$ cat src/hdl/apkc_pkg.sv
// ----------------------------------------------------------------------------
// apkc_pkg
// Types and constants for the auto power keep-alive controller.
// ----------------------------------------------------------------------------
package apkc_pkg;

    typedef enum logic [1:0] {
        POS_OFF  = 2'd0,
        POS_ON   = 2'd1,
        POS_AUTO = 2'd2
    } pos_t;

    typedef enum logic [1:0] {
        LED_OFF  = 2'd0,
        LED_ON   = 2'd1,
        LED_SLOW = 2'd2,
        LED_FAST = 2'd3
    } led_mode_t;

    localparam logic [2:0] REG_SETTLE_TICKS     = 3'd0;
    localparam logic [2:0] REG_RECHECK_TICKS    = 3'd1;
    localparam logic [2:0] REG_SHUTDOWN_TICKS   = 3'd2;
    localparam logic [2:0] REG_MOTION_LIMIT     = 3'd3;
    localparam logic [2:0] REG_SLOW_BLINK_TICKS = 3'd4;
    localparam logic [2:0] REG_FAST_BLINK_TICKS = 3'd5;
    localparam logic [2:0] REG_ACCEL_PRESENT    = 3'd6;

    localparam int CFG_INDEX_W = 3;
    localparam int CFG_DATA_W  = 15;

    // battery scale 18.32 in Q8
    localparam logic [22:0] BAT_SCALE         = 23'd4690;
    localparam logic [15:0] RELAY_ON_OFFSET   = 16'd568;
    localparam logic [15:0] RELAY_OFF_OFFSET  = 16'd320;
    localparam logic [15:0] REF_OFFSET        = 16'd12000;
    localparam logic [15:0] LED_HOLD_COUNT    = 16'hFFFF;
    localparam logic [15:0] KEEPALIVE_EXTRA   = 16'd10;
    localparam logic [7:0]  IDLE_RECHECK      = 8'd3;

    typedef struct packed {
        logic [3:0]  settle_ticks;
        logic [7:0]  recheck_ticks;
        logic [14:0] shutdown_ticks;
        logic [14:0] motion_limit;
        logic [7:0]  slow_blink_ticks;
        logic [7:0]  fast_blink_ticks;
        logic        accel_present;
    } cfg_t;

    localparam cfg_t CFG_RESET = '{
        settle_ticks:     4'd3,
        recheck_ticks:    8'd9,
        shutdown_ticks:   15'd1800,
        motion_limit:     15'd100,
        slow_blink_ticks: 8'd6,
        fast_blink_ticks: 8'd2,
        accel_present:    1'b1
    };

    typedef struct packed {
        pos_t               chosen_position;
        logic [3:0]         settle_count;
        logic [7:0]         recheck_count;
        logic [15:0]        keepalive_count;
        led_mode_t          led_mode;
        logic [15:0]        led_count;
        logic               led_level;
        logic               relay_level;
        logic signed [15:0] prev_x;
        logic signed [15:0] prev_y;
        logic signed [15:0] prev_z;
        logic               baseline_loaded;
    } state_t;

    localparam state_t STATE_RESET = '{
        chosen_position: POS_OFF,
        settle_count:    4'd0,
        recheck_count:   8'd0,
        keepalive_count: 16'd0,
        led_mode:        LED_OFF,
        led_count:       16'd0,
        led_level:       1'b0,
        relay_level:     1'b0,
        prev_x:          16'sd0,
        prev_y:          16'sd0,
        prev_z:          16'sd0,
        baseline_loaded: 1'b0
    };

    typedef struct packed {
        logic               auto_contact_low;
        logic               on_contact_low;
        logic [9:0]         battery_sample;
        logic [9:0]         reference_sample;
        logic signed [15:0] accel_x;
        logic signed [15:0] accel_y;
        logic signed [15:0] accel_z;
    } tick_t;

    typedef struct packed {
        logic relay_on;
        logic led_on;
        logic sleep_allowed;
    } result_t;

endpackage

$ cat src/hdl/apkc_tick.sv
// ----------------------------------------------------------------------------
// apkc_tick
// Next-state and result logic for one wake tick.
// ----------------------------------------------------------------------------
module apkc_tick
(
    input  apkc_pkg::cfg_t    cfg,
    input  apkc_pkg::state_t  st,
    input  apkc_pkg::tick_t   tick,
    output apkc_pkg::state_t  st_next,
    output apkc_pkg::result_t res
);

    logic [22:0]        bat_product;
    logic [15:0]        bat_value;
    logic [15:0]        ref_value;
    logic               charging;
    logic signed [15:0] base_x;
    logic signed [15:0] base_y;
    logic signed [15:0] base_z;
    logic signed [16:0] diff_x;
    logic signed [16:0] diff_y;
    logic signed [16:0] diff_z;
    logic [16:0]        mag_x;
    logic [16:0]        mag_y;
    logic [16:0]        mag_z;
    logic [16:0]        threshold;
    logic               moving;
    logic [15:0]        shutdown;
    apkc_pkg::pos_t     pos;

    assign bat_product = 23'(tick.battery_sample) * apkc_pkg::BAT_SCALE;
    assign bat_value   = 16'(bat_product[22:8])
                       + (st.relay_level ? apkc_pkg::RELAY_ON_OFFSET
                                         : apkc_pkg::RELAY_OFF_OFFSET);
    assign ref_value   = {5'd0, tick.reference_sample, 1'b0} + apkc_pkg::REF_OFFSET;
    assign charging    = bat_value > ref_value;

    // first tick after reset compares against its own sample
    assign base_x = st.baseline_loaded ? st.prev_x : tick.accel_x;
    assign base_y = st.baseline_loaded ? st.prev_y : tick.accel_y;
    assign base_z = st.baseline_loaded ? st.prev_z : tick.accel_z;

    assign diff_x = {tick.accel_x[15], tick.accel_x} - {base_x[15], base_x};
    assign diff_y = {tick.accel_y[15], tick.accel_y} - {base_y[15], base_y};
    assign diff_z = {tick.accel_z[15], tick.accel_z} - {base_z[15], base_z};

    assign mag_x = diff_x[16] ? 17'(-diff_x) : 17'(diff_x);
    assign mag_y = diff_y[16] ? 17'(-diff_y) : 17'(diff_y);
    assign mag_z = diff_z[16] ? 17'(-diff_z) : 17'(diff_z);

    assign threshold = {2'b00, cfg.motion_limit};
    assign moving    = cfg.accel_present
                     && ((mag_x > threshold) || (mag_y > threshold) || (mag_z > threshold));

    assign shutdown = {1'b0, cfg.shutdown_ticks};

    always_comb
    begin
        if (!tick.auto_contact_low && !tick.on_contact_low)
        begin
            pos = apkc_pkg::POS_OFF;
        end
        else if (tick.on_contact_low)
        begin
            pos = apkc_pkg::POS_ON;
        end
        else
        begin
            pos = apkc_pkg::POS_AUTO;
        end
    end

    always_comb
    begin
        logic [15:0] ka;
        logic [15:0] ka_left;
        logic        sleep_ok;

        st_next  = st;
        sleep_ok = 1'b1;
        ka       = st.keepalive_count;
        ka_left  = ka - 16'd1;

        if (!st.baseline_loaded)
        begin
            st_next.prev_x          = tick.accel_x;
            st_next.prev_y          = tick.accel_y;
            st_next.prev_z          = tick.accel_z;
            st_next.baseline_loaded = 1'b1;
        end

        if (pos != st.chosen_position)
        begin
            st_next.chosen_position = pos;
            st_next.settle_count    = cfg.settle_ticks;
        end

        if (st_next.settle_count != 4'd0)
        begin
            st_next.settle_count = st_next.settle_count - 4'd1;
        end
        else
        begin
            unique case (st_next.chosen_position)
                apkc_pkg::POS_ON:
                begin
                    st_next.relay_level     = 1'b1;
                    st_next.led_mode        = apkc_pkg::LED_ON;
                    st_next.led_count       = 16'd0;
                    st_next.keepalive_count = 16'd0;
                    sleep_ok                = 1'b0;
                end
                apkc_pkg::POS_AUTO:
                begin
                    if (st.recheck_count != 8'd0)
                    begin
                        st_next.recheck_count = st.recheck_count - 8'd1;
                    end
                    else if (charging)
                    begin
                        st_next.recheck_count = cfg.recheck_ticks;
                        if (st.led_mode != apkc_pkg::LED_SLOW)
                        begin
                            st_next.led_mode  = apkc_pkg::LED_SLOW;
                            st_next.led_count = 16'd0;
                        end
                        ka = (ka != 16'd0) ? shutdown : shutdown + apkc_pkg::KEEPALIVE_EXTRA;
                    end
                    else if (ka != 16'd0)
                    begin
                        if (cfg.accel_present)
                        begin
                            st_next.prev_x = tick.accel_x;
                            st_next.prev_y = tick.accel_y;
                            st_next.prev_z = tick.accel_z;
                        end
                        if (moving)
                        begin
                            st_next.recheck_count = cfg.recheck_ticks;
                            if (st.led_mode != apkc_pkg::LED_FAST)
                            begin
                                st_next.led_mode  = apkc_pkg::LED_FAST;
                                st_next.led_count = 16'd0;
                            end
                            ka = shutdown;
                        end
                        else
                        begin
                            st_next.led_mode      = apkc_pkg::LED_OFF;
                            st_next.led_count     = 16'd0;
                            st_next.recheck_count = apkc_pkg::IDLE_RECHECK;
                        end
                    end

                    ka_left = ka - 16'd1;
                    if (ka != 16'd0)
                    begin
                        st_next.keepalive_count = ka_left;
                        // relay holds its level while still above the grant
                        if (ka_left <= shutdown)
                        begin
                            st_next.relay_level = 1'b1;
                        end
                        sleep_ok = 1'b0;
                    end
                    else
                    begin
                        st_next.keepalive_count = 16'd0;
                        st_next.relay_level     = 1'b0;
                        sleep_ok                = 1'b1;
                    end
                end
                default:
                begin
                    st_next.relay_level     = 1'b0;
                    st_next.led_mode        = apkc_pkg::LED_OFF;
                    st_next.led_count       = 16'd0;
                    st_next.keepalive_count = 16'd0;
                    sleep_ok                = 1'b1;
                end
            endcase

            if (st_next.led_count == 16'd0)
            begin
                unique case (st_next.led_mode)
                    apkc_pkg::LED_OFF:
                    begin
                        st_next.led_level = 1'b0;
                        st_next.led_count = apkc_pkg::LED_HOLD_COUNT;
                    end
                    apkc_pkg::LED_ON:
                    begin
                        st_next.led_level = 1'b1;
                        st_next.led_count = apkc_pkg::LED_HOLD_COUNT;
                    end
                    apkc_pkg::LED_SLOW:
                    begin
                        st_next.led_level = ~st_next.led_level;
                        st_next.led_count = 16'(cfg.slow_blink_ticks);
                    end
                    apkc_pkg::LED_FAST:
                    begin
                        st_next.led_level = ~st_next.led_level;
                        st_next.led_count = 16'(cfg.fast_blink_ticks);
                    end
                    default:
                    begin
                        st_next.led_level = 1'b0;
                        st_next.led_count = apkc_pkg::LED_HOLD_COUNT;
                    end
                endcase
            end
            else
            begin
                st_next.led_count = st_next.led_count - 16'd1;
            end
        end

        res.relay_on      = st_next.relay_level;
        res.led_on        = st_next.led_level;
        res.sleep_allowed = sleep_ok;
    end

endmodule

$ cat src/hdl/auto_power_keepalive_controller_core.sv
// Path: an accepted item is captured in the input register and moves through
// the tick logic into the result register, which drives the outputs.
// Throughput: one item per cycle unless out_stall holds a valid result; the
// tick logic sits between the input register and the result register, and the
// controller state updates as the item leaves the input register.
// Reset (rst_n low, asynchronous): state, configuration defaults and valids.
// ----------------------------------------------------------------------------
// auto_power_keepalive_controller_core
// Switch debounce, charge and motion keep-alive, relay and LED control.
// ----------------------------------------------------------------------------
module auto_power_keepalive_controller_core
(
    input  logic                                 clk,
    input  logic                                 rst_n,
    input  logic                                 cfg_we,
    input  logic [apkc_pkg::CFG_INDEX_W-1:0]     cfg_index,
    input  logic [apkc_pkg::CFG_DATA_W-1:0]      cfg_data,
    input  logic                                 in_valid,
    output logic                                 in_stall,
    input  logic                                 auto_contact_low,
    input  logic                                 on_contact_low,
    input  logic [9:0]                           battery_sample,
    input  logic [9:0]                           reference_sample,
    input  logic signed [15:0]                   accel_x,
    input  logic signed [15:0]                   accel_y,
    input  logic signed [15:0]                   accel_z,
    output logic                                 out_valid,
    input  logic                                 out_stall,
    output logic                                 relay_on,
    output logic                                 led_on,
    output logic                                 sleep_allowed
);

    apkc_pkg::cfg_t    cfg_reg;
    apkc_pkg::state_t  st_reg;
    apkc_pkg::state_t  st_next;
    apkc_pkg::tick_t   tick_reg;
    apkc_pkg::result_t res_next;
    apkc_pkg::result_t res_reg;
    logic              tick_valid_reg;
    logic              out_valid_reg;
    logic              advance;
    logic              accept;

    assign advance  = tick_valid_reg && (!out_valid_reg || !out_stall);
    assign in_stall = tick_valid_reg && !advance;
    assign accept   = in_valid && !in_stall;

    apkc_tick u_tick
    (
        .cfg     (cfg_reg),
        .st      (st_reg),
        .tick    (tick_reg),
        .st_next (st_next),
        .res     (res_next)
    );

    always_ff @(posedge clk or negedge rst_n)
    begin
        if (!rst_n)
        begin
            cfg_reg <= apkc_pkg::CFG_RESET;
        end
        else if (cfg_we)
        begin
            unique case (cfg_index)
                apkc_pkg::REG_SETTLE_TICKS:     cfg_reg.settle_ticks     <= cfg_data[3:0];
                apkc_pkg::REG_RECHECK_TICKS:    cfg_reg.recheck_ticks    <= cfg_data[7:0];
                apkc_pkg::REG_SHUTDOWN_TICKS:   cfg_reg.shutdown_ticks   <= cfg_data[14:0];
                apkc_pkg::REG_MOTION_LIMIT:     cfg_reg.motion_limit     <= cfg_data[14:0];
                apkc_pkg::REG_SLOW_BLINK_TICKS: cfg_reg.slow_blink_ticks <= cfg_data[7:0];
                apkc_pkg::REG_FAST_BLINK_TICKS: cfg_reg.fast_blink_ticks <= cfg_data[7:0];
                apkc_pkg::REG_ACCEL_PRESENT:    cfg_reg.accel_present    <= cfg_data[0];
                default:                        cfg_reg                  <= cfg_reg;
            endcase
        end
    end

    always_ff @(posedge clk or negedge rst_n)
    begin
        if (!rst_n)
        begin
            tick_valid_reg <= 1'b0;
            out_valid_reg  <= 1'b0;
            st_reg         <= apkc_pkg::STATE_RESET;
        end
        else
        begin
            if (accept)
            begin
                tick_valid_reg <= 1'b1;
            end
            else if (advance)
            begin
                tick_valid_reg <= 1'b0;
            end

            if (advance)
            begin
                out_valid_reg <= 1'b1;
                st_reg        <= st_next;
            end
            else if (!out_stall)
            begin
                out_valid_reg <= 1'b0;
            end
        end
    end

    always_ff @(posedge clk)
    begin
        if (accept)
        begin
            tick_reg.auto_contact_low <= auto_contact_low;
            tick_reg.on_contact_low   <= on_contact_low;
            tick_reg.battery_sample   <= battery_sample;
            tick_reg.reference_sample <= reference_sample;
            tick_reg.accel_x          <= accel_x;
            tick_reg.accel_y          <= accel_y;
            tick_reg.accel_z          <= accel_z;
        end
        if (advance)
        begin
            res_reg <= res_next;
        end
    end

    assign out_valid     = out_valid_reg;
    assign relay_on      = res_reg.relay_on;
    assign led_on        = res_reg.led_on;
    assign sleep_allowed = res_reg.sleep_allowed;

endmodule

$ cat config.mk
export PLATFORM = sky130hd
export DESIGN_NAME = auto_power_keepalive_controller_core
export DESIGN_NICKNAME = d
export VERILOG_FILES = /design/src/hdl/apkc_pkg.sv /design/src/hdl/apkc_tick.sv /design/src/hdl/auto_power_keepalive_controller_core.sv
export SDC_FILE = /design/constraint.sdc
export NUM_CORES = 1
export LEC_CHECK = 0
export BUFFER_PORTS_ARGS = -buffer_cell sky130_fd_sc_hd__buf_2
export CORE_MARGIN = 3
export CORE_UTILIZATION = 68
export DETAILED_ROUTE_END_ITERATION = 10
export HOLD_SLACK_MARGIN = 0.15
export PLACE_DENSITY_LB_ADDON = 0.25
export REMOVE_ABC_BUFFERS = 1
export SLEW_MARGIN = 15
export SYNTH_ARGS = -nofsm -noshare
export SYNTH_HDL_FRONTEND = slang
export SYNTH_SLANG_ARGS = --single-unit
$ cat constraint.sdc
create_clock -name clk -period 21.8 [get_ports clk]
set_clock_uncertainty 0.2 [all_clocks]
set_input_delay 2.18 -clock clk [delete_from_list [all_inputs] [get_ports clk]]
set_output_delay 2.18 -clock clk [all_outputs]
set_load 0.01 [all_outputs]
After elaboration in Yosys (flattened, before gate mapping)
Index checks and enable logic that the tools add are counted.
Operators by class
  $mul: 1
  equal/unequal tests: 15
  multiplexer cells: 50
  add/sub/neg operators: 13
  $lt $le $gt $ge: 5
  bitwise operators: 2
  reduce and logical (&&, ||, !) cells: 32
Operators with widths (number)
  2-to-1 mux 48 bit: 5
  2-to-1 mux 16 bit: 12
  2-to-1 mux 18 bit: 6
  case mux 17 bit (4 select lines): 1
  case mux 34 bit (2 select lines): 1
  > comparator 17 x 15 -> 1 bit: 3
  2-to-1 mux 17 bit: 3
  negator 17 bit: 3
  subtractor 16 x 16 -> 17 bit: 3
  2-to-1 mux 50 bit: 1
  2-to-1 mux 49 bit: 1
  2-to-1 mux 34 bit: 1
  2-to-1 mux 8 bit: 4
  nonzero test 16 bit: 2
  subtractor 16 x 1 -> 16 bit (second input constant): 2
  multiplier 10 x 12 -> 22 bit (second input constant): 1
  adder 15 x 16 -> 16 bit: 1
  adder 15 x 4 -> 16 bit (second input constant): 1
  > comparator 16 bit: 1
  less-or-equal comparator 16 x 15 -> 1 bit: 1
  logical NOT 16 bit: 1
  AND reduction 2 bit: 8
  adder 11 x 14 -> 15 bit (second input constant): 1
  2-to-1 mux 10 bit: 1
  26 further kinds: 54
Storage, ports and cells
  flip-flop bits (word level): 233
  word-level logic and storage cells: 149
  output and inout bits: 5

Logic depth before layout (Yosys ltp)
  depth in word-level cells: 22
  gate-level depth with buffers: 54

Cells and area by module
Synthesis repeated with hierarchy kept, for this count alone.
Second synthesis, totals
  cell total of the unflattened synthesis: 2018
  area, all modules: 19399.9 um2
Modules (own cells, without submodules)
  apkc_tick: area an instance 11130.7 um2, instances 1, cells an instance 1598
  auto_power_keepalive_controller_core: area an instance 8269.2 um2, instances 1, cells an instance 420

Worst setup path after synthesis
OpenSTA, ideal clock, no wires.
  kind: register to register
  start point: reg tick_reg[66] (netlist bit)
  end point: reg res_reg (netlist bit relay_on), data pin
  path slack: 11.654 ns
  arrival time: 9.779 ns
  path buffers: 1
  required time: 21.433 ns
  cell stages (with the launch flop): 49
  path through: edfxtp_1 -> ha_1 -> fa_1 -> inv_1 -> fa_1 -> inv_1 -> fa_1 -> ha_1 -> a211oi_1 -> nor2_1 -> a2111oi_2 -> nor2b_1 -> nor2_1 -> nor2b_1 -> nor2_1 -> xnor2_1 -> ha_1 -> a21oi_1 -> (+13 left out) -> ha_1 -> inv_1 -> ha_1 -> nor2b_1 -> o21a_1 -> o21a_1 -> o21a_1 -> o21a_1 -> o21a_1 -> o21ai_0 -> a21oi_1 -> o31a_1 -> o21a_1 -> o21ai_0 -> a21oi_1 -> a311oi_1 -> a2111oi_2 -> a211oi_1
RTL lines
  from (decl): RTL line auto_power_keepalive_controller_core.sv:37  | apkc_pkg::tick_t tick_reg;
  to (signal assigned): RTL line auto_power_keepalive_controller_core.sv:124  | res_reg <= res_next;
  to (decl): RTL line auto_power_keepalive_controller_core.sv:39  | apkc_pkg::result_t res_reg;

==> impl_results.md <==
- Post-DR wirelength/cell: approximately 19 um
- Hold path start: st_reg[17]$_DFFE_PN0P_
- Seq/Total Area, Yosys: 0.340
- Die ar.: 28,800 um2
- Worst-case reg-to-reg path depth: 47
- I/O pin count: between 90 and 100
- CTS Buf Count: 26
- Synthesized area per cell: between 9 and 10 um2
- Htree depth: 1
- Post-synth cell types: 104
- Worst-case clock buffer depth: 3
- Gr ovfl total: 0
- Crit-path slowest cell: o21ai_1
- Drt via density: ~6.4
- Sequential power share: 0.196
- Max-Cap Viols: 0
- Initial Util: 0.697
- Setup repair bufs after CTS: 0
- Status: finished clean
- Clock Power Share: 0.139
- Slew of the pin with the lowest slew margin: between 1000 and 1500 ps
- CTS clk-pin slew, worst paths: ~70 ps
- Met1 Track Usage GR: 0.392
- Post-Synth Adder-Cell Area: 0.155
- Cts-stage hold buffer count: 0
- Antenna violations before repair: 1
- Vias: 14,800
- Register bit count reported by yosys: between 200 and 250
- NetSw: 0.00150 W
- Worst path top cell family by delay: compound AO/OA/AOI/OAI gates
- RSZ-0062 raised after global routing: no
- Power, Total: ~0.0032 W
- FILL cells: around 1,900
- Xor/xnor cell area share of the yosys netlist: 0.0518
- Hold Path Class: reg -> reg
- Most common cell after layout, fill and taps aside: ha_1
- Share of cells above drive strength 1: 0.155
- CP Buf/Inv Count: 3
- TritonCTS clock tree: built
- Kind of critical path: reg -> reg
- Simple-gate portion of the synthesized area: 0.141
- Total routed wirelength: 43.0 mm
- Sw frac: 0.463
- Reg2reg end: relay_on$_DFFE_PP_
- Synth Area in Compound Gates: 0.179
- First-pass iteration count of the detailed router: 5
- Ys Warns: 0
- Worst skew pair latency: 540 ps
- Worst stage delay on the critical path: 850 ps
- Final cell area excluding filler cells: roughly 20,000 um2
- Post-cts gate resize count: 0
- Worst Hold Path Cells: 2
- DRC: 0
- Lkg Pwr: ~9.0 nW
- # setup viols final: 0
- Top cells by area, synth: dfrtp_1 (20%), ha_1 (14%), edfxtp_1 (12%)
- Grt met3 use: 0.0274
- Mapped cell area: 18,300 um2
- Final RePlAce weighted congestion: a little over 0.9
- FF-to-FF Start: tick_reg[64]$_DFFE_PP_
- P&R area growth vs syn: 8.76%
- Max-slew violation count: 0
- Syn Inst Count: approximately 1,900
- Area after DPL: around 19,000 um2
- Combinational share of power: 0.665
- Setup TNS: 0 ps
- Fmax: ~85 MHz
- Critical path required time: about 22,000 ps
- Maximum resistive drop on vdd: between 0.1 and 0.15 mV
- Sink Count: roughly 230
- Grt met2 use: 0.523
- Max FFs per register: 99
- ANT nets after route: 0
- Port Buffers: between 90 and 100
- Worst EP arrival: roughly 12,000 ps
- Largest net degree at the start of global routing: 104
- First-pass GRT wire length: between 70 and 80 mm
- Row Count: 59
- Hold Path End: st_reg[17]$_DFFE_PN0P_
- Die height: roughly 170 um
- Area of the multi-input gates: about 11,000 um2
- Nets: 2,254
- Sequential Area: 6220 um2
- Pint: 0.00174 W
- Post-route minimum period: between 10,000 and 15,000 ps
- Cell taking the most area after synthesis: dfrtp_1
- Period utilisation layout: 0.537
- Post-synth EDFFs: 73
- Worst-path fanout max: 16
- Hold Fails Final Rpt: 0
- Worst reg-to-reg setup slack: just over 10,000 ps
- HPWL after DPL: approximately 32 mm
- Commonest non-fill, non-tap cells in the layout: ha_1 (200), dfrtp_1 (144), nand2_1 (120)
- Vias in the first global route: 14,600
- Global route hottest layer: met2
- Worst setup EP type: register
- Top_reg_cell synth: dfrtp_1
- Post-synth ARST share: 0.687
- Largest family of logic cells by synthesized area: compound AO/OA/AOI/OAI gates
- CTS root buffer: clkbuf_16
- Pwr/cell area: between 150 and 200 nW/um2
- Multiplexer share of the synthesized area: 0.0930
- All-layer global routing usage: 0.298
- Final hold slack: between 200 and 300 ps
- Core ar.: between 20,000 and 30,000 um2
- Die width: 170 um
- Top-area cell type share of the netlist area: 0.199
- Drt first-iter violations: 1,057
- Slew headroom: 0.256
- Worst setup SP type: register
-- synthesized netlist by cell type (all sizes together) (16+ instances only) --
cell      n
clkbuf   39
fa       16
nand2   121
nor2b    18
and2     16
edfxtp   73
nand2b   22
nand4    23
o21a     22
mux2     93
inv     112
o31ai    22
ha      200
nor4     17
or3      18
buf      19
a21oi   103
xor2     36
nor3     48
xnor2    72
dfrtp   145
mux2i    65
o21ai   117
a211oi   16
a31oi    18
nor2    111
and3     16
nand3    47
a21o     38
-- worst max-delay path by stage --
stage | from | endpoint | slack [ps] | cells after the start
final | tick_reg[64]$_DFFE_PP_ | relay_on$_DFFE_PP_ | 10080 | 47
after global routing | tick_reg[66]$_DFFE_PP_ | relay_on$_DFFE_PP_ | 9350 | 47
after CTS | tick_reg[66]$_DFFE_PP_ | relay_on$_DFFE_PP_ | 10170 | 47
after detailed placement | tick_reg[66]$_DFFE_PP_ | relay_on$_DFFE_PP_ | 10220 | 47
after global placement | tick_reg[66]$_DFFE_PP_ | relay_on$_DFFE_PP_ | 10690 | 47
after floorplan | st_reg[0]$_DFFE_PN0P_ | relay_on$_DFFE_PP_ | 11500 | 41
-- cells by family (layout without fill, tap and decap cells) --
logic type | Yosys count | after routing
AO/OA/AOI/OAI | 478 | 478
XOR/XNOR | 108 | 108
adder cells (fa/ha/maj) | 216 | 216
buffers and inverters | 171 | 267
flip-flops | 233 | 233
multiplexers | 158 | 158
other | 0 | 1
AND/OR/NAND/NOR | 505 | 505
-- power by group through the flow --
stage          Sequential (W)  Combinational, W  Clock (W)
2_1_floorplan        0.000611           0.00165          0
3_3_place_gp         0.000632           0.00205          0
3_5_place_dp         0.000635           0.00211          0
4_1_cts              0.000630           0.00212   0.000456
5_1_grt              0.000645           0.00240   0.000472
6_report             0.000633           0.00215   0.000450
-- per-layer routing --
layer	share of wire	wire, um
met3	0.049	2120
met1	0.43	18300
met5	0	0
met2	0.49	21200
met4	0.031	1340
-- cell type report --
type | instances | share of cell area
clock buffers | 40 | 0.0406
repair buffers | 106 | 0.0282
multi-input cells | 1465 | 0.571
clock inverters | 8 | 0.00435
well taps | 335 | 0.0211
inverters | 113 | 0.0214
diodes | 1 | 0.000126
flip-flops and latches | 233 | 0.313
-- worst reg2reg max path: cells and delay by family (launching register included) --
family          cells  cell delay [ps]
compound gates     20             4750
xor+xnor            2              270
fa+ha+maj           9             3420
buf+inv             3              170
flops               1              470
mux                 1              390
simple gates       12             1850
-- stage by stage --
stage,utilization,cells,worst slack (ps)
finish,0.758,2301,10080
global route,0.758,2301,9350
CTS,0.757,2300,10170
detailed placement,0.723,2252,10220
global placement,0.723,2252,10690
floorplan,-,1811,11500
No activity file was read; power rests on OpenSTA's default activity.
